[src/rtl/fwisr_pkg.sv]
// Shared constants, types and request/status codes for the keyed search-and-remove queue.
package fwisr_pkg;

	localparam int QUEUE_DEPTH = 16;
	localparam int ID_BITS     = 16;
	localparam int HANDLE_W    = 32;
	localparam int CNT_W       = $clog2(QUEUE_DEPTH + 1);
	localparam int IDX_W       = $clog2(QUEUE_DEPTH);

	typedef logic [HANDLE_W-1:0] handle_t;
	typedef logic [ID_BITS-1:0]  id_t;
	typedef logic [CNT_W-1:0]    cnt_t;
	typedef logic [IDX_W-1:0]    idx_t;

	typedef enum logic [1:0] {
		REQ_PUT    = 2'd0,
		REQ_GET    = 2'd1,
		REQ_SEARCH = 2'd2,
		REQ_REMOVE = 2'd3
	} req_t;

	typedef enum logic [1:0] {
		STAT_OK        = 2'd0,
		STAT_EMPTY     = 2'd1,
		STAT_FULL      = 2'd2,
		STAT_NOT_FOUND = 2'd3
	} stat_t;

	typedef struct packed {
		logic shift;
		logic load;
	} cell_ctrl_t;

endpackage

[src/rtl/fwisr_cell.sv]
// One queue slot: holds a handle and an id, loads new data or takes its upper neighbor's.
module fwisr_cell (
	input  logic                 clk,
	input  fwisr_pkg::cell_ctrl_t ctrl,
	input  fwisr_pkg::handle_t   ld_handle,
	input  fwisr_pkg::id_t       ld_id,
	input  fwisr_pkg::handle_t   nbr_handle,
	input  fwisr_pkg::id_t       nbr_id,
	output fwisr_pkg::handle_t   handle,
	output fwisr_pkg::id_t       id
);
	import fwisr_pkg::*;

	handle_t handle_q;
	id_t     id_q;

	always_ff @(posedge clk) begin
		if (ctrl.load) begin
			handle_q <= ld_handle;
			id_q     <= ld_id;
		end else if (ctrl.shift) begin
			handle_q <= nbr_handle;
			id_q     <= nbr_id;
		end
	end

	assign handle = handle_q;
	assign id     = id_q;

endmodule

[src/rtl/fifo_with_id_search_remove_core.sv]
// Top level: queue control and the chain of slot cells, head at cell zero.
//
//  channel | dir | tdata (low bit up)                                   | tuser
//  s_*     | in  | entry_handle, thread_id, key_id                      | req_type
//  m_*     | out | result_handle, removed_count, entry_count, is_empty  | status
//
// A put or get registers its result from S_EXEC once the output is free; a search or remove
// walks the chain once, rotating each head entry to the tail (a remove drops matches), and
// then finishes. s_tready rises again with the result.
// One request is worked at a time; a new one is taken while the previous result waits.
// A result held by m_tready low stalls completion of the next request, not its acceptance.
// arst_n clears occupancy and control; slot contents are left as they are.
module fifo_with_id_search_remove_core (
	input  logic        clk,
	input  logic        arst_n,
	input  logic        s_tvalid,
	output logic        s_tready,
	input  logic [63:0] s_tdata,  // entry_handle[31:0], thread_id[47:32], key_id[63:48]
	input  logic [1:0]  s_tuser,  // req_type[1:0]
	output logic        m_tvalid,
	input  logic        m_tready,
	output logic [47:0] m_tdata,  // result_handle[31:0], removed_count[36:32],
	                              // entry_count[41:37], is_empty[42], zero[47:43]
	output logic [1:0]  m_tuser   // status[1:0]
);
	import fwisr_pkg::*;

	typedef enum logic [1:0] {
		S_IDLE = 2'b01,
		S_EXEC = 2'b10
	} state_t;

	state_t  state_q;
	req_t    req_q;
	handle_t handle_q;
	id_t     tid_q;
	id_t     key_q;
	cnt_t    cnt_q;
	cnt_t    steps_q;
	cnt_t    removed_q;
	logic    found_q;
	handle_t hit_q;

	logic        m_tvalid_q;
	stat_t       stat_out_q;
	handle_t     rh_out_q;
	logic [4:0]  rem_out_q;
	logic [4:0]  cnt_out_q;
	logic        empty_out_q;

	handle_t    cell_h  [QUEUE_DEPTH];
	id_t        cell_id [QUEUE_DEPTH];
	cell_ctrl_t cell_ctrl [QUEUE_DEPTH];

	logic    accept;
	logic    out_free;
	logic    head_match;
	logic    shift;
	logic    load_en;
	idx_t    load_idx;
	handle_t ld_handle;
	id_t     ld_id;
	cnt_t    cnt_d;
	logic    finish;
	stat_t   stat_d;
	handle_t rh_d;

	assign s_tready   = (state_q == S_IDLE);
	assign accept     = s_tvalid && s_tready;
	assign out_free   = !m_tvalid_q || m_tready;
	assign head_match = (cell_id[0] == key_q);

	always_comb begin
		shift     = 1'b0;
		load_en   = 1'b0;
		load_idx  = '0;
		ld_handle = handle_q;
		ld_id     = tid_q;
		cnt_d     = cnt_q;
		finish    = 1'b0;
		stat_d    = STAT_OK;
		rh_d      = '0;
		if (state_q == S_EXEC) begin
			unique case (req_q)
				REQ_PUT: begin
					if (out_free) begin
						finish = 1'b1;
						if (cnt_q < CNT_W'(QUEUE_DEPTH)) begin
							load_en  = 1'b1;
							load_idx = cnt_q[IDX_W-1:0];
							cnt_d    = cnt_q + CNT_W'(1);
						end else begin
							stat_d = STAT_FULL;
						end
					end
				end
				REQ_GET: begin
					if (out_free) begin
						finish = 1'b1;
						if (cnt_q == '0) begin
							stat_d = STAT_EMPTY;
						end else begin
							shift = 1'b1;
							rh_d  = cell_h[0];
							cnt_d = cnt_q - CNT_W'(1);
						end
					end
				end
				REQ_SEARCH: begin
					if (steps_q != '0) begin
						shift     = 1'b1;
						load_en   = 1'b1;
						load_idx  = IDX_W'(cnt_q - CNT_W'(1));
						ld_handle = cell_h[0];
						ld_id     = cell_id[0];
					end else if (out_free) begin
						finish = 1'b1;
						stat_d = found_q ? STAT_OK : STAT_NOT_FOUND;
						rh_d   = found_q ? hit_q : '0;
					end
				end
				REQ_REMOVE: begin
					if (steps_q != '0) begin
						shift = 1'b1;
						if (head_match) begin
							cnt_d = cnt_q - CNT_W'(1);
						end else begin
							load_en   = 1'b1;
							load_idx  = IDX_W'(cnt_q - CNT_W'(1));
							ld_handle = cell_h[0];
							ld_id     = cell_id[0];
						end
					end else if (out_free) begin
						finish = 1'b1;
						stat_d = (removed_q != '0) ? STAT_OK : STAT_NOT_FOUND;
					end
				end
				default: begin
					finish = 1'b0;
				end
			endcase
		end
	end

	always_ff @(posedge clk or negedge arst_n) begin
		if (!arst_n) begin
			state_q    <= S_IDLE;
			cnt_q      <= '0;
			steps_q    <= '0;
			removed_q  <= '0;
			found_q    <= 1'b0;
			m_tvalid_q <= 1'b0;
		end else begin
			cnt_q <= cnt_d;
			if (accept) begin
				state_q   <= S_EXEC;
				steps_q   <= (req_t'(s_tuser) == REQ_SEARCH || req_t'(s_tuser) == REQ_REMOVE)
				             ? cnt_q : '0;
				removed_q <= '0;
				found_q   <= 1'b0;
			end else if (state_q == S_EXEC && steps_q != '0) begin
				steps_q <= steps_q - CNT_W'(1);
				if (req_q == REQ_REMOVE && head_match) begin
					removed_q <= removed_q + CNT_W'(1);
				end
				if (req_q == REQ_SEARCH && head_match && !found_q) begin
					found_q <= 1'b1;
				end
			end else if (finish) begin
				state_q <= S_IDLE;
			end
			if (finish) begin
				m_tvalid_q <= 1'b1;
			end else if (m_tready) begin
				m_tvalid_q <= 1'b0;
			end
		end
	end

	always_ff @(posedge clk) begin
		if (accept) begin
			req_q    <= req_t'(s_tuser);
			handle_q <= s_tdata[31:0];
			tid_q    <= id_t'(s_tdata[47:32]);
			key_q    <= id_t'(s_tdata[63:48]);
		end
		if (state_q == S_EXEC && req_q == REQ_SEARCH && steps_q != '0 && head_match
		    && !found_q) begin
			hit_q <= cell_h[0];
		end
		if (finish) begin
			stat_out_q  <= stat_d;
			rh_out_q    <= rh_d;
			rem_out_q   <= 5'(removed_q);
			cnt_out_q   <= 5'(cnt_d);
			empty_out_q <= (cnt_d == '0);
		end
	end

	for (genvar i = 0; i < QUEUE_DEPTH; i++) begin : g_cell
		assign cell_ctrl[i].shift = shift;
		assign cell_ctrl[i].load  = load_en && (load_idx == IDX_W'(i));
		if (i == QUEUE_DEPTH - 1) begin : g_last
			fwisr_cell u_cell (
				.clk        (clk),
				.ctrl       (cell_ctrl[i]),
				.ld_handle  (ld_handle),
				.ld_id      (ld_id),
				.nbr_handle (cell_h[i]),
				.nbr_id     (cell_id[i]),
				.handle     (cell_h[i]),
				.id         (cell_id[i])
			);
		end else begin : g_mid
			fwisr_cell u_cell (
				.clk        (clk),
				.ctrl       (cell_ctrl[i]),
				.ld_handle  (ld_handle),
				.ld_id      (ld_id),
				.nbr_handle (cell_h[i+1]),
				.nbr_id     (cell_id[i+1]),
				.handle     (cell_h[i]),
				.id         (cell_id[i])
			);
		end
	end

	assign m_tvalid = m_tvalid_q;
	assign m_tuser  = stat_out_q;
	assign m_tdata  = {5'd0, empty_out_q, cnt_out_q, rem_out_q, rh_out_q};

endmodule
[config.mk]
export PLATFORM = sky130hd
export DESIGN_NAME = fifo_with_id_search_remove_core
export DESIGN_NICKNAME = d
export VERILOG_FILES = /design/src/rtl/fwisr_pkg.sv /design/src/rtl/fwisr_cell.sv /design/src/rtl/fifo_with_id_search_remove_core.sv
export SDC_FILE = /design/constraint.sdc
export NUM_CORES = 1
export LEC_CHECK = 0
export BUFFER_PORTS_ARGS = -buffer_cell sky130_fd_sc_hd__buf_2
export CAP_MARGIN = 5
export CORE_ASPECT_RATIO = 0.5
export CORE_MARGIN = 3
export CORE_UTILIZATION = 60
export CTS_CLUSTER_SIZE = 12
export DETAILED_ROUTE_END_ITERATION = 8
export HOLD_SLACK_MARGIN = 0.02
export MAX_ROUTING_LAYER = met4
export PLACE_DENSITY = 0.85
export SLEW_MARGIN = 10
export SYNTH_ARGS = -nofsm -noshare
export SYNTH_HDL_FRONTEND = slang
export SYNTH_SLANG_ARGS = --single-unit
export TNS_END_PERCENT = 1
[constraint.sdc]
create_clock -name clk -period 21.6 [get_ports clk]
set_clock_uncertainty 0.05 [all_clocks]
set_input_delay 3.24 -clock clk [delete_from_list [all_inputs] [get_ports clk]]
set_output_delay 3.24 -clock clk [all_outputs]
set_load 0.01 [all_outputs]
==> results.toml <==
[layout]
num-nets-final = 2319
area_growth_syn_to_layout_pct = 9.52
diodes = 0
fillCellCount = 3895
drive_gt1_share_pct = 43.1
final_util_pct = 67.2
stdcell_count = 3135

[power]
intPower_uw = 2710
seq_power_share_pct = 58.3
pwr-share-comb_pct = 0.2
power.leakage_uw = 0.0138
pwr-share-clk_pct = 41.5
p_switching_uw = 634
switching_share_pct = 18.9
ir_drop_mv = 0.0612
p_per_area_mw_per_mm2 = 78.2

[floorplanning]
io_pins = 122
initial_core_util_pct = 61.3
die_x_um = 367
rows = 65
dieArea_mm2 = 0.0684
fp.dieH_um = 187
core_area_mm2 = 0.0638

[routing]
wl_per_cell_um = 26.6
drtIter0Drc = 2146
drt-total-wl_um = 83400
ant_nets = 0
route.detailed.drc = 0
vias = 19858
detail_route.vias_per_cell = 6.33
dr.pass1.iters = 5

[sta]
period_minus_slack_ns = 6.18
setup_violations = 0
worstMarginPinSlew_ns = 1.22
finalMaxSlewViolations = 0
slew_headroom_pct = 18.7
setup_ws_ns = 15.42
max_freq_mhz = 162
hold_viol = 0
fin_crit_sh_pct = 28.6
setup-tns-final_ns = 0
rsz0062_at_grt = "false"

[yosys]
ys_dominant_reg_cell = "edfxtp_1"
syn_inst = 2150
synth_top_area_cell = "edfxtp_1"
netlist_area_mm2 = 0.0391
synth_edf_count = 911
ys_types = 64
syn_avg_cell_area_um2 = 18.2
ys_ff_latch = 930
yosysTopAreaCellShare_pct = 70.0
synth-seq-area-share_pct = 71.2
ys.warnings.count = 0
ys_top_cells_by_area = "edfxtp_1 70%, mux2_2 19%, mux2_1 1.3%, buf_2 1.2%, dfrtp_1 1.2%"
synthArstFlopShare_pct = 2.04

[worst_setup_path]
path_max_fanout = 48
max_stage_delay_ns = 0.91
critPathKind = "in -> reg"
worstPathCellList = "buf_2, nor2b_1, buf_4, nor3_1, a22oi_1, o21ai_2, o21ai_2, nor3_4, nand2b_2, buf_4"
critPathLaunchType = "input pin"
worst_setup_path_end_kind = "flop"
path_buf_inv = 3
cp.arrival_ns = 6.37
cp_top_family = "simple AND/OR/NAND/NOR gates"
worstPathRequired_ns = 21.79
reg2reg_slack_ns = 16.05
cp_slowest_cell = "nor3_4"

[clock_tree]
cts_setup_buffers = 0
cts_hold_buf = 0
cts_buffers = 88
h-tree-depth = 3
clockRootBuffer = "clkbuf_16"
cts_sinks = 930
clk_pin_slew_worst_paths_ns = 0.06
cts_buffer_depth = 3
post_cts_resized = 0
tritoncts = "yes"
clk_latency_ns = 0.64

[place]
dp_hpwl_um = 48200
place_inst = 3018
place_ws_ns = 14.48
port_buffers = 116
gp_congestion = 0.877

[global_routing]
antenna_found_initial = 1
grt_pass1_vias = 20256
grt_pass1_wl_um = 127000
use_met1_pct = 35.8
busiest_layer = "met2"
met2_usage_pct = 37.5
grt.overflow.total = 0
grt_max_degree = 50
track_usage_pct = 25.2
grtUsageMet3_pct = 5.64

[status]
status = "finished clean"

[run]
drv_cap = 0

[hold_path]
hp-class = "reg -> reg"
==> through the flow <==
| step | total power, uW | area, um^2 | hold WS [ns] |
|---|---|---|---|
| after floorplan | 1990 | 39100 | 0.401 |
| after global placement | 2000 | 40400 | 0.411 |
| after detailed placement | 2000 | 40400 | 0.423 |
| after CTS | 3360 | 42800 | 0.439 |
| after global routing | 3440 | 42800 | 0.453 |
| final | 3350 | 42800 | 0.436 |
==> cells in the mapped netlist (11+ instances only) <==
master / instances
a21oi_1: 16
a22o_1: 49
a22oi_1: 34
buf_2: 90
buf_4: 20
clkbuf_1: 34
dfrtp_1: 18
edfxtp_1: 911
ha_1: 12
inv_1: 14
mux2_1: 45
mux2_2: 666
nand2_1: 23
nor2_1: 59
nor4_1: 11
o21ai_0: 14
xor2_1: 22
==> registers in the layout (all words and copies together), names as in the netlist <==
name and cells:
cnt_out_q 5, cnt_q 5, empty_out_q 1, found_q 1, g_cell.g_last.u_cell.handle 32, g_cell.g_last.u_cell.id 16
g_cell.g_mid.u_cell.handle 480, g_cell.g_mid.u_cell.id 240, handle_q 32, hit_q 32, key_q 16, m_tuser 2
m_tvalid 1, rem_out_q 5, removed_q 5, req_q 2, rh_out_q 32, state_q 2
steps_q 5, tid_q 16
==> worst reg2reg max path, delay by kind of cell (launching register included) <==
kind | cells | cell delay [ns]
compound gates | 2 | 0.43
xor+xnor | 1 | 0.24
fa+ha+maj | 1 | 0.20
buf+inv | 3 | 0.80
flops | 1 | 0.43
simple gates | 6 | 2.91
==> power by group through the flow <==
| stage | registers [uW] | clock network, uW | logic, uW |
|---|---|---|---|
| 2_1_floorplan | 1990 | 0 | 1.08 |
| 3_3_place_gp | 1990 | 0 | 7.47 |
| 3_5_place_dp | 1990 | 0 | 7.79 |
| 4_1_cts | 1950 | 1400 | 7.82 |
| 5_1_grt | 1950 | 1480 | 8.64 |
| 6_report | 1950 | 1390 | 7.84 |
==> cell type report <==
class / instances / area, um^2 / share of cell area, %
Sequential cell: 930 / 27800 / 65.0
Multi-Input combinational cell: 1048 / 10500 / 24.6
Clock buffer: 109 / 2340 / 5.47
Tap cell: 871 / 1090 / 2.55
Timing Repair Buffer: 152 / 851 / 1.99
Clock inverter: 8 / 93.8 / 0.219
Inverter: 17 / 65.1 / 0.152
==> layout by cell type, fill, tap and decap left out, drive strengths merged, types with 4 or more instances in the layout <==
cell,n
ha,12
edfxtp,911
o21ai,17
nand2b,9
a22o,49
nand4,6
a21oi,17
nor3,9
clkbuf,109
nor4,11
buf,152
inv,18
nand3,11
nand2,23
conb,5
mux2,720
xnor2,4
clkinv,6
a22oi,34
xor2,22
nor2,59
dfrtp,18
==> worst paths after layout <==
path | startpoint | to | cells past startpoint
worst max register to register | g_cell[0].g_mid.u_cell.id[15]$_DFFE_PP_ | g_cell[12].g_mid.u_cell.id[11]$_DFFE_PP_ | 13
min in group asynchronous | arst_n | m_tvalid$_DFFE_PN0P_ | 1
worst min register to register | g_cell[0].g_mid.u_cell.handle[21]$_DFFE_PP_ | hit_q[21]$_DFFE_PP_ | 0
worst min-delay path | g_cell[0].g_mid.u_cell.handle[21]$_DFFE_PP_ | hit_q[21]$_DFFE_PP_ | 0
worst max-delay path | m_tready | g_cell[12].g_mid.u_cell.id[11]$_DFFE_PP_ | 10
max in group asynchronous | arst_n | state_q[0]$_DFFE_PN1P_ | 1
==> metal layers <==
layer  up-vias  wire (um)  part of all wire, %
li1       8551          -                    -
met5         -          0                    0
met4         0       1950                  2.3
met3       140       7140                  8.6
met1     10276      35800                   43
met2       891      38600                   46
==> logic make-up after synthesis <==
kind of cell,Yosys count,share of synthesized area [%]
compound gates,136,2.69
xor+xnor,26,0.582
fa+ha+maj,12,0.384
buf+inv,176,2.32
flops,930,71.2
mux,721,20.9
other cells,1,0.00959
simple gates,148,1.96
Note: power is estimated with default switching activity, not from simulation.
